[config.mk]
export PLATFORM = sky130hd
export DESIGN_NAME = length_prefixed_command_parser_top
export DESIGN_NICKNAME = d
export VERILOG_FILES = /design/src/design/lpcp_pkg.sv /design/src/design/lpcp_content.sv /design/src/design/length_prefixed_command_parser_top.sv
export VERILOG_INCLUDE_DIRS = /design/src /design/src/design
export SDC_FILE = /design/constraint.sdc
export NUM_CORES = 1
export LEC_CHECK = 0
export ABC_AREA = 1
export BUFFER_PORTS_ARGS = -buffer_cell sky130_fd_sc_hd__buf_2
export CORE_ASPECT_RATIO = 0.9
export CORE_UTILIZATION = 60
export DETAILED_ROUTE_END_ITERATION = 10
export MAX_ROUTING_LAYER = met4
export PLACE_DENSITY_LB_ADDON = 0.3
export SLEW_MARGIN = 10
export SYNTH_ARGS = -nofsm -noshare
export SYNTH_HDL_FRONTEND = slang
export SYNTH_SLANG_ARGS = --single-unit
[constraint.sdc]
create_clock -name clk -period 6.6 [get_ports clk]
set_input_delay 0.33 -clock clk [delete_from_list [all_inputs] [get_ports clk]]
set_output_delay 0.33 -clock clk [all_outputs]
set_load 0.01 [all_outputs]
[src/design/assert_macros.svh]
// Assertion macros used by the parser top level
`ifndef ASSERT_MACROS_SVH
`define ASSERT_MACROS_SVH

// Same-cycle implication, sampled on clk, idle during reset
`define ASSERT_IMPLIES(label, ante, cons, msg) \
	label: assert property (@(posedge clk) disable iff (!arst_n) (ante) |-> (cons)) \
		else $error(msg);

// Next-cycle implication, sampled on clk, idle during reset
`define ASSERT_NEXT(label, ante, cons, msg) \
	label: assert property (@(posedge clk) disable iff (!arst_n) (ante) |=> (cons)) \
		else $error(msg);

`endif

[src/design/lpcp_pkg.sv]
// Types, keyword table and constants of the length-prefixed command parser
package lpcp_pkg;

	typedef enum logic [2:0] {
		KIND_SPEED    = 3'd0,
		KIND_GEAR     = 3'd1,
		KIND_RPM      = 3'd2,
		KIND_UNKNOWN  = 3'd3,
		KIND_LEN_ERR  = 3'd4,
		KIND_OVERFLOW = 3'd5
	} kind_t;

	typedef enum logic [1:0] {
		PH_SKIP   = 2'd0,
		PH_DIGITS = 2'd1,
		PH_DONE   = 2'd2
	} phase_t;

	typedef struct packed {
		logic [2:0]  alive;
		phase_t      phase;
		logic        negative;
		logic [30:0] magnitude;
		logic        ended;
	} parse_t;

	localparam parse_t PARSE_CLEAR = '{
		alive:     3'b111,
		phase:     PH_SKIP,
		negative:  1'b0,
		magnitude: 31'd0,
		ended:     1'b0
	};

	localparam int NUM_KW     = 3;
	localparam int KW_MAX_LEN = 9;

	localparam logic [7:0] KW_LEN [NUM_KW] = '{8'd9, 8'd5, 8'd4};

	localparam logic [7:0] KW_TEXT [NUM_KW][KW_MAX_LEN] = '{
		'{"s", "p", "e", "e", "d", "K", "m", "h", ":"},
		'{"g", "e", "a", "r", ":", 8'd0, 8'd0, 8'd0, 8'd0},
		'{"r", "p", "m", ":", 8'd0, 8'd0, 8'd0, 8'd0, 8'd0}
	};

	localparam logic [7:0] CHR_NL    = 8'd10;
	localparam logic [7:0] CHR_NUL   = 8'd0;
	localparam logic [7:0] CHR_PLUS  = 8'd43;
	localparam logic [7:0] CHR_MINUS = 8'd45;
	localparam logic [7:0] CHR_ZERO  = 8'd48;
	localparam logic [7:0] CHR_NINE  = 8'd57;
	localparam logic [7:0] CHR_SPACE = 8'd32;
	localparam logic [7:0] CHR_TAB   = 8'd9;
	localparam logic [7:0] CHR_CR    = 8'd13;

	// -('0' * 10 + '0') folds to -528, which is 240 modulo 256
	localparam logic [7:0] LEN_OFFSET  = 8'd240;
	localparam logic [7:0] LIMIT_RESET = 8'd150;
	localparam logic [2:0] ADDR_LIMIT  = 3'd0;

endpackage

[src/design/lpcp_content.sv]
// Keyword match and atoi-style number update for one command byte
module lpcp_content (
	input  lpcp_pkg::parse_t cur,
	input  logic [7:0]       pos,
	input  logic [7:0]       rx,
	output lpcp_pkg::parse_t nxt
);
	import lpcp_pkg::*;

	logic        fed;
	logic        is_digit;
	logic        is_space;
	logic [34:0] prod;

	assign is_digit = rx inside {[CHR_ZERO:CHR_NINE]};
	assign is_space = rx inside {CHR_SPACE, [CHR_TAB:CHR_CR]};
	assign prod = ({4'd0, cur.magnitude} << 3) + ({4'd0, cur.magnitude} << 1)
		+ {31'd0, rx[3:0] - CHR_ZERO[3:0]};

	always_comb begin
		logic accumulate;
		nxt = cur;
		fed = 1'b0;
		accumulate = 1'b0;
		if (!cur.ended) begin
			if (rx == CHR_NUL) begin
				// too short for a keyword still pending: drop it
				for (int k = 0; k < NUM_KW; k++) begin
					if (pos < KW_LEN[k])
						nxt.alive[k] = 1'b0;
				end
				nxt.ended = 1'b1;
			end else begin
				for (int k = 0; k < NUM_KW; k++) begin
					if (!fed && cur.alive[k]) begin
						if (pos < KW_LEN[k]) begin
							if (KW_TEXT[k][pos[3:0]] != rx)
								nxt.alive[k] = 1'b0;
						end else begin
							fed = 1'b1;
						end
					end
				end
				if (fed) begin
					case (cur.phase)
						PH_SKIP: begin
							if (is_space) begin
								nxt.phase = PH_SKIP;
							end else if (rx == CHR_PLUS || rx == CHR_MINUS) begin
								nxt.negative = (rx == CHR_MINUS);
								nxt.phase = PH_DIGITS;
							end else if (is_digit) begin
								nxt.phase = PH_DIGITS;
								accumulate = 1'b1;
							end else begin
								nxt.phase = PH_DONE;
							end
						end
						PH_DIGITS: begin
							if (is_digit)
								accumulate = 1'b1;
							else
								nxt.phase = PH_DONE;
						end
						default: nxt.phase = cur.phase;
					endcase
					if (accumulate)
						nxt.magnitude = (prod[34:31] != 4'd0) ? {31{1'b1}} : prod[30:0];
				end
			end
		end
	end

endmodule

[src/design/length_prefixed_command_parser_top.sv]
// Top level of the length-prefixed command parser
//
// Usage: bytes arrive on rx_byte with in_valid/in_ready; each transfer is one
// received byte. The first two bytes form a two-digit length (ASCII, modulo
// 256); a length at or above buffer_limit gives a length-error result. Then
// the command bytes follow up to a newline, which gives one result on
// kind/value (speed, gear, rpm with its number, or unknown). Too many command
// bytes give an overflow result and the parser reads a new length.
// Results leave on out_valid/out_ready; most bytes give no result.
// A byte is taken into an input register, parsed from there, and its result,
// if any, is written into the result register.
// Throughput: one byte per cycle while results are taken; the per-byte
// parse is a single step of short logic between input and result register.
// A stalled receiver holds the result register; the input register then
// holds one byte and in_ready drops until the result is taken.
// Reset clears the parser to the length phase and buffer_limit to 150.
// The APB port holds buffer_limit at address 0; write it only when idle.
`include "assert_macros.svh"

module length_prefixed_command_parser_top (
	input  logic        clk,
	input  logic        arst_n,
	input  logic        in_valid,
	output logic        in_ready,
	input  logic [7:0]  rx_byte,
	output logic        out_valid,
	input  logic        out_ready,
	output logic [2:0]  kind,
	output logic signed [31:0] value,
	input  logic        psel,
	input  logic        penable,
	input  logic        pwrite,
	input  logic [2:0]  paddr,
	input  logic [31:0] pwdata,
	output logic [31:0] prdata,
	output logic        pready
);
	import lpcp_pkg::*;

	logic [7:0]  limit_q;
	logic        valid_s1;
	logic [7:0]  rx_byte_s1;
	logic        adv;

	logic        in_command_q, in_command_d;
	logic [7:0]  byte_count_q, byte_count_d;
	logic [7:0]  first_digit_q, first_digit_d;
	parse_t      parse_q, parse_d, parse_fed;

	logic        res_valid;
	kind_t       res_kind;
	logic [31:0] res_value;
	logic [7:0]  len;

	logic        out_valid_q;
	kind_t       kind_q;
	logic [31:0] value_q;

	// configuration port
	assign pready = 1'b1;
	assign prdata = (paddr[2] == ADDR_LIMIT[2]) ? {24'd0, limit_q} : 32'd0;

	always_ff @(posedge clk or negedge arst_n) begin
		if (!arst_n)
			limit_q <= LIMIT_RESET;
		else if (psel && penable && pwrite && paddr[2] == ADDR_LIMIT[2])
			limit_q <= pwdata[7:0];
	end

	// input register: advance when the result slot is free or being emptied
	assign adv      = valid_s1 && (!out_valid_q || out_ready);
	assign in_ready = !valid_s1 || adv;

	always_ff @(posedge clk or negedge arst_n) begin
		if (!arst_n)
			valid_s1 <= 1'b0;
		else if (in_valid && in_ready)
			valid_s1 <= 1'b1;
		else if (adv)
			valid_s1 <= 1'b0;
	end

	always_ff @(posedge clk) begin
		if (in_valid && in_ready)
			rx_byte_s1 <= rx_byte;
	end

	lpcp_content u_content (
		.cur (parse_q),
		.pos (byte_count_q),
		.rx  (rx_byte_s1),
		.nxt (parse_fed)
	);

	assign len = first_digit_q * 8'd10 + rx_byte_s1 + LEN_OFFSET;

	always_comb begin
		in_command_d  = in_command_q;
		byte_count_d  = byte_count_q;
		first_digit_d = first_digit_q;
		parse_d       = parse_q;
		res_valid     = 1'b0;
		res_kind      = KIND_UNKNOWN;
		res_value     = 32'd0;
		if (!in_command_q) begin
			if (byte_count_q == 8'd0) begin
				first_digit_d = rx_byte_s1;
				byte_count_d  = 8'd1;
			end else begin
				byte_count_d = 8'd0;
				parse_d      = PARSE_CLEAR;
				if (len >= limit_q) begin
					res_valid = 1'b1;
					res_kind  = KIND_LEN_ERR;
				end else begin
					in_command_d = 1'b1;
				end
			end
		end else if (rx_byte_s1 == CHR_NL) begin
			res_valid = 1'b1;
			// first keyword that is still alive and complete wins
			for (int k = NUM_KW - 1; k >= 0; k--) begin
				if (parse_q.alive[k] && (parse_q.ended || byte_count_q >= KW_LEN[k])) begin
					res_kind  = kind_t'(k[2:0]);
					res_value = parse_q.negative ? (32'd0 - {1'b0, parse_q.magnitude})
						: {1'b0, parse_q.magnitude};
				end
			end
			in_command_d = 1'b0;
			byte_count_d = 8'd0;
			parse_d      = PARSE_CLEAR;
		end else if (limit_q != 8'd0 && byte_count_q < limit_q - 8'd1) begin
			parse_d      = parse_fed;
			byte_count_d = byte_count_q + 8'd1;
		end else begin
			// drop the byte and go back to reading a length
			res_valid    = 1'b1;
			res_kind     = KIND_OVERFLOW;
			in_command_d = 1'b0;
			byte_count_d = 8'd0;
			parse_d      = PARSE_CLEAR;
		end
	end

	always_ff @(posedge clk or negedge arst_n) begin
		if (!arst_n) begin
			in_command_q  <= 1'b0;
			byte_count_q  <= 8'd0;
			first_digit_q <= 8'd0;
			parse_q       <= PARSE_CLEAR;
		end else if (adv) begin
			in_command_q  <= in_command_d;
			byte_count_q  <= byte_count_d;
			first_digit_q <= first_digit_d;
			parse_q       <= parse_d;
		end
	end

	// result register
	always_ff @(posedge clk or negedge arst_n) begin
		if (!arst_n)
			out_valid_q <= 1'b0;
		else if (adv && res_valid)
			out_valid_q <= 1'b1;
		else if (out_ready)
			out_valid_q <= 1'b0;
	end

	always_ff @(posedge clk) begin
		if (adv && res_valid) begin
			kind_q  <= res_kind;
			value_q <= res_value;
		end
	end

	assign out_valid = out_valid_q;
	assign kind      = kind_q;
	assign value     = value_q;

	`ASSERT_IMPLIES(a_len_count, !in_command_q, byte_count_q <= 8'd1, "length phase count above one")
	`ASSERT_IMPLIES(a_sign_phase, parse_q.negative, parse_q.phase != PH_SKIP, "sign seen while skipping")
	`ASSERT_IMPLIES(a_one_keyword, in_command_q && byte_count_q != 8'd0, $onehot0(parse_q.alive), "several keywords alive")
	`ASSERT_IMPLIES(a_plain_value, out_valid_q && (kind_q == KIND_UNKNOWN || kind_q == KIND_LEN_ERR || kind_q == KIND_OVERFLOW), value_q == 32'd0, "value on non-numeric result")

endmodule
After elaboration in Yosys (flattened, before gate mapping). Memories as Yosys holds them, arrays and structs flattened. Cells that the tools add are included.

Bits in registers: 108. Memory bits (read-only): 384. Bits of input ports: 50. Output and inout bits: 70. Logic and storage cells: 196. Memories kept: 3.

Add/sub/neg operators: 7. Multipliers: 1. $lt $le $gt $ge: 13. Equal/unequal tests: 25. Multiplexer cells: 87. Bitwise logic cells: 3. Reductions and logical operators: 41.

Memory list: (name not given) (depth 16, width 8, read ports 1, clocked after memory_dff 0, write ports 0, line lpcp_content.sv:37) `if (KW_TEXT[k][pos[3:0]] != rx)`; (name not given) (depth 16, width 8, read ports 1, clocked after memory_dff 0, write ports 0, line lpcp_content.sv:37); (name not given) (depth 16, width 8, read ports 1, clocked after memory_dff 0, write ports 0, line lpcp_content.sv:37).

Operator list (count): $mux W38 (5); $mux W32 (4); $mux W8 (10); $mux W34 (2); $mux W31 (2); $mux W1 (50); $add A34 B32 Y35 (1); $add A35 B4 Y35 (1); $sub A1 B31 Y32 const A (1); $ne A5 B3 Y1 const B (5); $eq A8 B6 Y1 const B (3); $mux W3 (8); $ne A4 B3 Y1 const B (6); $ne A8 B8 Y1 (3); $reduce_and A6 Y1 (3); $ge A8 B3 Y1 const B (2); $ge A8 B4 Y1 const B (2); $logic_not A8 Y1 (2); $lt A8 B3 Y1 const B (2); $logic_and A1 B1 Y1 (14); $ne A4 B4 Y1 const B (3); $ne A5 B5 Y1 const B (2); $add A8 B1 Y8 const B (1); $add A8 B8 Y8 (1); other kinds (29) (44).

Longest topological paths before layout. Gate-level depths: netlist (run 1).

Depth after elaboration: 25. Gate-level depth with buffers: 22. Mapped depth without buffers: 22.

Hierarchy. Synthesis (run 1) repeated with hierarchy kept, for this count alone.

Cell total of the unflattened synthesis: 1492. Area total of the unflattened synthesis: 10575.1 um2.

Modules (own cells, without submodules): length_prefixed_command_parser_top (times used 1, cells each 745, area each 6537.5 um2, seq. area each 2901.5 um2); lpcp_content (times used 1, cells each 747, area each 4037.6 um2, seq. area each 0.0 um2).

Worst setup path before layout (run 1). Ideal clock, no wire load.

Path kind: flip-flop to flip-flop. Start point: register first_digit_q[1]. End point: register kind_q[0] (netlist: kind[0]) (enable). Setup time: 0.427 ns. Data arrival time: 4.582 ns. Data required time: 6.173 ns. Setup slack: 1.591 ns. Cell stages (with the launch flop): 21. Buffers on the path: 0. Period minus slack after synthesis: 5.009 ns. Path through: dfrtp_1 > ha_1 > ha_1 > inv_1 > fa_1 > ha_1 > inv_1 > ha_1 > nand2_1 > nand2_1 > a21oi_1 > xnor2_1 > ha_1 > nand2_1 > nor2_1 > nand4_1 > nand3_1 > nand2_1 > inv_1 > nor2_1 > nor2_1.

Cells in the longest elaborated chain, start to end: 8.

RTL lines: start, declared (line length_prefixed_command_parser_top.sv:47) `logic [7:0] first_digit_q, first_digit_d;`; start signal, assigned (line length_prefixed_command_parser_top.sv:154) `first_digit_q <= first_digit_d;`; $mul A8 B3 Y7 (line length_prefixed_command_parser_top.sv:95) `assign len = first_digit_q * 8'd10 + rx_byte_s1 + LEN_OFFSET;`; $add A8 B8 Y8 (2 in a row) (line length_prefixed_command_parser_top.sv:95); $ge A8 B8 Y1 (line length_prefixed_command_parser_top.sv:112) `if (len >= limit_q) begin`; $mux W1 (line length_prefixed_command_parser_top.sv:112); $mux W1 (line length_prefixed_command_parser_top.sv:106) `if (byte_count_q == 8'd0) begin`; $mux W1 (line length_prefixed_command_parser_top.sv:105) `if (!in_command_q) begin`; $logic_and A1 B1 Y1 (line length_prefixed_command_parser_top.sv:170) `if (adv && res_valid) begin`; end signal, assigned (line length_prefixed_command_parser_top.sv:171) `kind_q <= res_kind;`; end, declared (line length_prefixed_command_parser_top.sv:56) `kind_t kind_q;`.

No other way between the ends. A chain may end at the register's enable or synchronous reset.

Worst setup path after layout (run 1).
Start point: register first_digit_q[1]. End point: register value_q[27] (netlist: value[27]) (enable).

Cells in the longest elaborated chain, start to end: 8.

RTL lines: $mul A8 B3 Y7 (line length_prefixed_command_parser_top.sv:95); $add A8 B8 Y8 (2 in a row) (line length_prefixed_command_parser_top.sv:95); $ge A8 B8 Y1 (line length_prefixed_command_parser_top.sv:112); $mux W1 (line length_prefixed_command_parser_top.sv:112); $mux W1 (line length_prefixed_command_parser_top.sv:106); $mux W1 (line length_prefixed_command_parser_top.sv:105); $logic_and A1 B1 Y1 (line length_prefixed_command_parser_top.sv:170); end signal, assigned (line length_prefixed_command_parser_top.sv:172) `value_q <= res_value;`; end, declared (line length_prefixed_command_parser_top.sv:57) `logic [31:0] value_q;`.

No other way between the ends.

==> metrics.csv, run 1 <==
metric,value,unit
Hold Worst Slack,130,ps
gr ovfl total,0,
leakage power summed over all cells,0.00572,uW
# setup viols final,0,
upper clock frequency limit,238,MHz
min cycle time layout,4200,ps
WS Path Type,reg -> reg,
XOR/XNOR share of the synthesized area,0.0505,
largest family of logic cells by synthesized area,simple AND/OR/NAND/NOR gates,
worst hold path stage count,1,
via count of the first global-routing pass,7874,
initial core utilization,0.613,
final setup skew,8.59,ps
post-synthesis adder-cell area fraction,0.138,
HP Class,in -> reg,
global-route wire length before repair,38.9,mm
Synth Area in Simple Gates,0.329,
I/O pins,120,
pin count of the biggest net entering global routing,65,
critical path launch point type,register,
reg2reg path depth,21,
arrival time worst endpoint,4220,ps
ratio of cells with drive above 1 in the final layout,0.152,
setup repair after global routing missed its margin,no,
total of flip-flops plus latches after synthesis,107,
most frequent standard cell in the layout excluding fill and tap cells,sky130_fd_sc_hd__nand2_1,
maximum fanout count along the critical path,35,
gpl congestion,0.942,
TritonCTS clock tree,built,
routed vias,8930,
average cell area after synthesis,7.26,um^2
clock buffers created by TritonCTS,9,
result of the run,completed,
max-slew violation count,0,
count of fill cells added during filler insertion,1414,
worst max-slew margin expressed relative to the limit,0.434,
count of different cell masters after synthesis,52,
area grow syn2layout,6.82,%
destination of the worst register-to-register timing path,value[27],
PostCTS Resize Cnt,0,
detailed-route vias per instance,5.47,
half-perimeter wire length of the detailed placement result,18.8,mm
internal power,1660,uW
Clock Sinks,107,
setup slack of the worst register-to-register path,2400,ps
worst min-delay path startpoint,rx_byte[2],
total core area,16100,um^2
H-tree lvl count,3,
synth warn,0,
total of hold buffers inserted after clock tree synthesis,0,
critical path endpoint category,register,
hold violation total from the final report,0,
pwr dens,289,nW/um^2
number of antenna violations at the first check in global routing,0,
register clock-pin slew on the reported worst setup and hold paths,80,ps
worst slew pin tran,848,ps
highest ir drop seen on vdd,186,uV
area of the mapped netlist,9890,um^2
root buf cell,sky130_fd_sc_hd__clkbuf_16,
Clock Tree Buf Depth,2,
part of the Yosys area used for sequential elements,0.293,
complex-gate fraction of the synthesized area,0.0805,
first-pass iteration count of the detailed router,5,
required time worst endpoint,6620,ps
count of buffers from port buffering,68,
later-pin clock latency in the skew report,370,ps
final period utilization,0.637,
Total Wirelength,23.9,mm
count of antenna-violating nets left after detailed routing,0,
"leading cell types in the layout, fill and taps excluded","350 x sky130_fd_sc_hd__nand2_1, 162 x sky130_fd_sc_hd__inv_1, 131 x sky130_fd_sc_hd__nor2_1",
remaining design rule violation count,0,
number of buffers inserted to repair setup after CTS,0,
number of cells produced by synthesis,1362,
DR iter-0 viols,731,
vertical die dimension,124,um
endpoint of the worst hold-timing path,rx_byte_s1[2],
Comb power frac,0.492,
Sw Pwr,1390,uW
maxcap violations,0,
multiplexer share of the synthesized area,0,
final standard cell utilization of the core,0.655,
switching power as a share of total power,0.455,
area of the die,17000,um^2
width of the die,137,um
fin nets,1577,
# rows,44,
Total Negative Setup Slacks,0,ps
clock power share,0.189,
sequential share of power,0.319,
start of the worst register-to-register path,first_digit_q[1],
mean routed wirelength per cell,14.7,um
total track usage,0.305,
Inserted Diodes,0,
[flip-flops by register name (all words and copies together) (netlist names)]
register	cells
kind	3
parse_q	38
valid_s1	1
byte_count_q	8
first_digit_q	7
rx_byte_s1	8
limit_q	8
out_valid	1
value	32
in_command_q	1
[metal layers]
metal,vias to the layer above,share of wire,GRT usage,wire length [um]
met1,4083,0.50,0.455,11900
met5,-,0,-,0
met2,364,0.40,0.423,9540
met4,0,0.013,0.0776,310
li1,4457,-,-,-
met3,26,0.091,0.0492,2180
[final cells by class]
type	instances	area, um^2	area share
clock inverter	7	83.8	0.00794
inverter	184	693	0.0656
clock buffer	9	225	0.0213
sequential	107	2900	0.275
tap	207	259	0.0245
multi-input combinational	1044	6010	0.569
timing repair buffer	74	385	0.0365
[synthesized netlist by cell type (all sizes together)]
cell type,count,share of area
nand2,418,0.18
inv,182,0.069
nor2,153,0.067
ha,103,0.13
nand3,84,0.045
a21oi,65,0.033
dfrtp,57,0.14
o21ai,47,0.025
edfxtp,43,0.13
buf,42,0.034
xor2,32,0.028
xnor2,25,0.022
nor3,24,0.014
nand4,15,0.011
clkbuf,8,0.0030
dfstp,7,0.019
nor4,7,0.0044
o21bai,7,0.0053
nand3b,6,0.0046
o21a,6,0.0046
fa,4,0.0081
a22oi,3,0.0023
a31oi,3,0.0019
a211oi,2,0.0015
a21o,2,0.0015
and2,2,0.0013
and3,2,0.0013
clkinv,2,0.00076
conb,2,0.00076
nor3b,2,0.0015
o211ai,2,0.0015
o41ai,2,0.0018
o211a,1,0.0010
o31ai,1,0.00076
o32ai,1,0.00089
[power groups by stage]
stage	sequential [uW]	clock (uW)	combinational, uW
after floorplan	944	0	1200
after global placement	972	0	1430
after detailed placement	980	0	1480
after CTS	966	582	1490
after global routing	986	603	1710
final	973	577	1500
[per-stage QoR]
| step | setup slack, ps | total power (uW) | cell area [um^2] | instances |
|---|---|---|---|---|
| after detailed placement | 2420 | 2460 | 10300 | 1616 |
| after CTS | 2380 | 3040 | 10600 | 1632 |
| after global placement | 2490 | 2410 | 10300 | 1616 |
| final | 2400 | 3050 | 10600 | 1632 |
| after floorplan | 1590 | 2140 | 9970 | 1385 |
| after global routing | 2080 | 3300 | 10600 | 1632 |
[cells by family (layout without fill, tap and decap cells)]
| kind of cell | Yosys count | in the layout |
|---|---|---|
| compound gates | 142 | 142 |
| xor+xnor | 57 | 57 |
| fa+ha+maj | 107 | 107 |
| buf+inv | 234 | 274 |
| flops | 107 | 107 |
| other cells | 2 | 25 |
| simple gates | 713 | 713 |
[worst max path at each step]
stage,to,start,slack [ps],cells after the start
floorplan,kind[0],first_digit_q[1],1590,20
global placement,value[28],first_digit_q[1],2490,21
detailed placement,value[24],first_digit_q[1],2420,21
CTS,value[27],first_digit_q[1],2380,21
global route,value[27],first_digit_q[1],2080,21
finish,value[27],first_digit_q[1],2400,21
[critical path, cell delays in order, from the launching register on]
cell and delay (ps):
sky130_fd_sc_hd__dfrtp_1 410, sky130_fd_sc_hd__ha_1 310, sky130_fd_sc_hd__ha_1 210, sky130_fd_sc_hd__inv_1 70, sky130_fd_sc_hd__fa_1 400, sky130_fd_sc_hd__ha_1 280, sky130_fd_sc_hd__inv_1 40, sky130_fd_sc_hd__ha_1 290
sky130_fd_sc_hd__nand2_1 90, sky130_fd_sc_hd__nand2_1 50, sky130_fd_sc_hd__a21oi_1 160, sky130_fd_sc_hd__xnor2_1 90, sky130_fd_sc_hd__ha_1 290, sky130_fd_sc_hd__nand2_1 70, sky130_fd_sc_hd__nor2_1 160, sky130_fd_sc_hd__nand4_1 120
sky130_fd_sc_hd__nand3_1 130, sky130_fd_sc_hd__nand2_1 60, sky130_fd_sc_hd__inv_1 50, sky130_fd_sc_hd__nor2_1 60, sky130_fd_sc_hd__nor2_2 90, sky130_fd_sc_hd__buf_4 390
(Power assumes the default switching activity.)
==> inputs of run 2 (changes only) <==
Clock period 6.6 ns to 4.2 ns, I/O delays scaled along.
==> metrics.csv, run 2 (synthesized netlist as in run 1, its figures left out) <==
metric,value,unit
worst slew pin tran,946,ps
I/O pins,120,
H-tree lvl count,3,
DR iter-0 viols,940,
pwr dens,454,nW/um^2
fin nets,1587,
count of antenna-violating nets left after detailed routing,0,
count of fill cells added during filler insertion,1390,
upper clock frequency limit,246,MHz
later-pin clock latency in the skew report,370,ps
Hold Worst Slack,14.1,ps
required time worst endpoint,4290,ps
maximum fanout count along the critical path,6,
"Most flops, register",parse_q,
GRT met1 Usage,0.459,
area of the multi-input gates,6070,um^2
Clock Tree Buf Depth,2,
grt met2 use,0.420,
Clock Sinks,107,
worst hold path stage count,1,
gpl congestion,0.981,
max-slew violation count,0,
result of the run,completed,
total core area,16100,um^2
reg2reg path depth,21,
switching power as a share of total power,0.458,
pin count of the biggest net entering global routing,53,
min cycle time layout,4060,ps
# setup viols final,0,
power after layout,4860,uW
area of the die,17000,um^2
via count of the first global-routing pass,7763,
ratio of cells with drive above 1 in the final layout,0.164,
first-pass iteration count of the detailed router,6,
leakage power summed over all cells,0.00577,uW
routed vias,8796,
footprint of the flip-flops and latches,2900,um^2
maxcap violations,0,
half-perimeter wire length of the detailed placement result,18.9,mm
worst max-slew margin expressed relative to the limit,0.369,
Total Negative Setup Slacks,0,ps
number of antenna violations at the first check in global routing,0,
detailed-route vias per instance,5.36,
remaining design rule violation count,0,
root buf cell,sky130_fd_sc_hd__clkbuf_16,
final non-filler cell area,10700,um^2
Total Wirelength,24.2,mm
internal power,2640,uW
initial core utilization,0.613,
mean routed wirelength per cell,14.8,um
arrival time worst endpoint,4150,ps
clock buffers created by TritonCTS,9,
"leading cell types in the layout, fill and taps excluded","348 x sky130_fd_sc_hd__nand2_1, 161 x sky130_fd_sc_hd__inv_1, 129 x sky130_fd_sc_hd__nor2_1",
clock power share,0.171,
# rows,44,
TritonCTS clock tree,built,
Inserted Diodes,0,
count of buffers from port buffering,68,
number of placed instances with taps included,1618,
critical path endpoint category,register,
Comb power frac,0.514,
busiest metal layer after global routing,met1,
total track usage,0.306,
placed cell area,10300,um^2
highest ir drop seen on vdd,469,uV
most frequent standard cell in the layout excluding fill and tap cells,sky130_fd_sc_hd__nand2_1,
WS Path Type,reg -> reg,
Sw Pwr,2230,uW
post-route non-filler standard cell count,1642,
final period utilization,0.968,
sequential share of power,0.315,
hold violation total from the final report,0,
number of flip-flops in the largest register,38,
gr ovfl total,0,
critical path launch point type,register,
area grow syn2layout,8.43,%
met3 Track Usage GR,0.0720,
vertical die dimension,124,um
HP Class,in -> reg,
final setup skew,9.86,ps
width of the die,137,um
global-route wire length before repair,38.9,mm
register clock-pin slew on the reported worst setup and hold paths,80,ps
run 2: area by class of cell:
| cell class | count | share of cell area |
|---|---|---|
| timing repair buffer | 84 | 0.0487 |
| inverter | 184 | 0.0647 |
| multi-input combinational | 1044 | 0.566 |
| tap | 207 | 0.0242 |
| clock buffer | 10 | 0.0214 |
| clock inverter | 6 | 0.00443 |
| sequential | 107 | 0.271 |
run 2: worst paths after layout:
check                            startpoint       endpoint  slack [ps]
setup / recovery           first_digit_q[3]       value[0]         140
hold / removal                   rx_byte[3]  rx_byte_s1[3]          10
setup reg to reg           first_digit_q[3]       value[0]         140
hold reg to reg                 parse_q[37]    parse_q[37]         480
max in group asynchronous            arst_n    parse_q[29]        2990
min in group asynchronous            arst_n     limit_q[5]         250
run 2: through the flow:
| step | setup WS (ps) | util |
|---|---|---|
| after detailed placement | 189 | 0.638 |
| final | 136 | 0.665 |
| after floorplan | 154 | - |
| after global placement | 281 | 0.638 |
| after global routing | -49.1 | 0.665 |
| after CTS | 180 | 0.655 |
run 2: critical path, stage by stage, from the launching register on:
cell and delay, ps:
sky130_fd_sc_hd__dfrtp_1 400, sky130_fd_sc_hd__ha_1 310, sky130_fd_sc_hd__ha_2 190, sky130_fd_sc_hd__inv_1 60, sky130_fd_sc_hd__fa_1 410, sky130_fd_sc_hd__ha_1 310, sky130_fd_sc_hd__inv_2 70, sky130_fd_sc_hd__ha_4 200
sky130_fd_sc_hd__nand2_2 70, sky130_fd_sc_hd__nand2_1 60, sky130_fd_sc_hd__a21oi_2 160, sky130_fd_sc_hd__xnor2_1 100, sky130_fd_sc_hd__ha_1 320, sky130_fd_sc_hd__nand2_2 70, sky130_fd_sc_hd__nor2_2 100, sky130_fd_sc_hd__nand4_1 140
sky130_fd_sc_hd__nand3_2 110, sky130_fd_sc_hd__nand2_1 50, sky130_fd_sc_hd__inv_1 60, sky130_fd_sc_hd__nor2_2 50, sky130_fd_sc_hd__nor2_4 310, sky130_fd_sc_hd__clkbuf_16 220
run 2: per-layer routing:
metal,routed length [um],vias to the layer above
met5,0,-
met4,227,0
met3,2310,21
met2,9780,333
met1,11900,3971
li1,-,4471
run 2: power groups by stage:
| stage | combinational [uW] | clock (uW) | sequential [uW] |
|---|---|---|---|
| 4_1_cts | 2350 | 831 | 1520 |
| 6_report | 2500 | 833 | 1530 |
| 3_3_place_gp | 2260 | 0 | 1540 |
| 3_5_place_dp | 2330 | 0 | 1540 |
| 2_1_floorplan | 1890 | 0 | 1480 |
| 5_1_grt | 2830 | 873 | 1550 |
run 2: timing repair:
action,CTS,global route
gates resized for setup,0,11
setup endpoints to repair,0,35
hold buffers,1,0
buffers inserted,0,2
hold endpoints to repair,12,0
==> inputs of run 3 (changes only) <==
Settings changed: PLACE_DENSITY from default to 0.82, PLACE_DENSITY_LB_ADDON 0.3 to default, RECOVER_POWER from default to 100.
==> metrics.csv, run 3 (synthesized netlist as in run 1, its figures left out) <==
metric,value,unit
busiest metal layer after global routing,met2,
max-slew violation count,67,
area grow syn2layout,7.55,%
met3 Track Usage GR,0.0521,
# rows,44,
launch point of the critical path,first_digit_q[1],
mean routed wirelength per cell,15.0,um
routed vias,9073,
detailed-route vias per instance,5.54,
failing checks,"capacitance limit, slew limit",
footprint of the flip-flops and latches,2900,um^2
pwr dens,473,nW/um^2
TritonCTS clock tree,built,
count of antenna-violating nets left after detailed routing,0,
final setup skew,9.34,ps
power after layout,5030,uW
H-tree lvl count,3,
worst max-slew margin expressed relative to the limit,-0.273,
Total Wirelength,24.5,mm
hold violation total from the final report,0,
clock buffers created by TritonCTS,9,
initial core utilization,0.613,
pre-CTS WS,183,ps
total track usage,0.306,
width of the die,137,um
upper clock frequency limit,249,MHz
root buf cell,sky130_fd_sc_hd__clkbuf_16,
total core area,16100,um^2
worst slew pin tran,1910,ps
DR iter-0 viols,906,
number of flip-flops in the largest register,38,
most frequent standard cell in the layout excluding fill and tap cells,sky130_fd_sc_hd__nand2_1,
area of the die,17000,um^2
count of buffers from port buffering,68,
gpl congestion,1.03,
Clock Tree Buf Depth,2,
start of the worst register-to-register path,first_digit_q[1],
via count of the first global-routing pass,8329,
first-pass iteration count of the detailed router,6,
register clock-pin slew on the reported worst setup and hold paths,70,ps
WS Path Type,reg -> reg,
Clock Sinks,107,
GRT met1 Usage,0.437,
maximum fanout count along the critical path,9,
"Most flops, register",parse_q,
result of the run,"finished, violations left",
grt met2 use,0.445,
min cycle time layout,4010,ps
fin nets,1584,
arrival time worst endpoint,4140,ps
HP Class,in -> reg,
ratio of cells with drive above 1 in the final layout,0.118,
"leading cell types in the layout, fill and taps excluded","353 x sky130_fd_sc_hd__nand2_1, 163 x sky130_fd_sc_hd__inv_1, 132 x sky130_fd_sc_hd__nor2_1",
gr ovfl total,0,
Total Negative Setup Slacks,0,ps
pin count of the biggest net entering global routing,36,
number of antenna violations at the first check in global routing,0,
count of fill cells added during filler insertion,1372,
minimum setup slack in the final design,192,ps
critical path endpoint category,register,
later-pin clock latency in the skew report,370,ps
remaining design rule violation count,0,
global-route wire length before repair,39.3,mm
I/O pins,120,
vertical die dimension,124,um
area of the multi-input gates,6000,um^2
final period utilization,0.954,
required time worst endpoint,4330,ps
highest ir drop seen on vdd,416,uV
leakage power summed over all cells,0.00565,uW
# setup viols final,0,
worst min-delay path startpoint,rx_byte[3],
half-perimeter wire length of the detailed placement result,18.5,mm
maxcap violations,2,
Inserted Diodes,0,
critical path launch point type,register,
run 3: changes by cell type in the layout (fill, tap and decap cells not counted), sizes merged:
cell      previous run  this run
inv                185       183
clkbuf              12        61
buf                 81        30
bufinv               0         3
clkinv               4         3
clkinvlp             1         0
run 3: worst paths after layout:
| path | slack [ps] | cells past startpoint | end |
|---|---|---|---|
| worst max-delay path | 190 | 21 | value[9] |
| worst min-delay path | 20 | 1 | rx_byte_s1[3] |
| worst max register to register | 190 | 21 | value[9] |
| worst min register to register | 480 | 2 | parse_q[37] |
| max in group asynchronous | 870 | 3 | parse_q[21] |
| min in group asynchronous | 810 | 2 | limit_q[5] |
run 3: cell type report:
cell class              instances  share of cell area
repair buffers                 81              0.0391
flip-flops and latches        107               0.273
multi-input cells            1044               0.564
clock inverters                 5             0.00976
inverters                     184              0.0652
clock buffers                  11              0.0248
well taps                     207              0.0244
run 3: power by group:
group / switching, uW / leakage [uW] / internal, uW
clock: 406 / 0.000181 / 637
combinational: 1550 / 0.00423 / 895
sequential: 244 / 0.00125 / 1290
run 3: what timing repair did:
action                     in CTS  in global routing
hold buffers                    1                  0
hold endpoints to repair       24                  0
gates resized for setup         0                  9
buffers inserted                0                  3
setup endpoints to repair       0                 35
run 3: layer usage:
| layer | routed length [um] | up-vias |
|---|---|---|
| li1 | - | 4469 |
| met1 | 11500 | 4133 |
| met5 | 0 | - |
| met2 | 10500 | 432 |
| met4 | 389 | 0 |
| met3 | 2130 | 39 |
run 3: stage by stage:
stage / instances / hold WS (ps) / instance area, um^2 / util
detailed placement: 1615 / 291 / 10300 / 0.636
global placement: 1615 / 295 / 10300 / 0.636
floorplan: 1385 / -85.6 / 9980 / -
finish: 1639 / 16.9 / 10600 / 0.659
global route: 1639 / 16.0 / 10600 / 0.659
CTS: 1632 / 11.1 / 10600 / 0.660
run 3: critical path, cell delays in order, from the launching register on:
cell	delay [ps]
sky130_fd_sc_hd__dfrtp_1	410
sky130_fd_sc_hd__ha_1	300
sky130_fd_sc_hd__ha_1	210
sky130_fd_sc_hd__inv_1	70
sky130_fd_sc_hd__fa_1	410
sky130_fd_sc_hd__ha_1	280
sky130_fd_sc_hd__inv_1	40
sky130_fd_sc_hd__ha_1	290
sky130_fd_sc_hd__nand2_1	90
sky130_fd_sc_hd__nand2_1	70
sky130_fd_sc_hd__a21oi_2	150
sky130_fd_sc_hd__xnor2_1	90
sky130_fd_sc_hd__ha_1	320
sky130_fd_sc_hd__a21oi_1	170
sky130_fd_sc_hd__o21a_1	170
sky130_fd_sc_hd__nand3_1	110
sky130_fd_sc_hd__nand2_1	90
sky130_fd_sc_hd__inv_2	40
sky130_fd_sc_hd__nor2_4	120
sky130_fd_sc_hd__nor2_4	60
sky130_fd_sc_hd__buf_12	130
sky130_fd_sc_hd__clkbuf_16	160
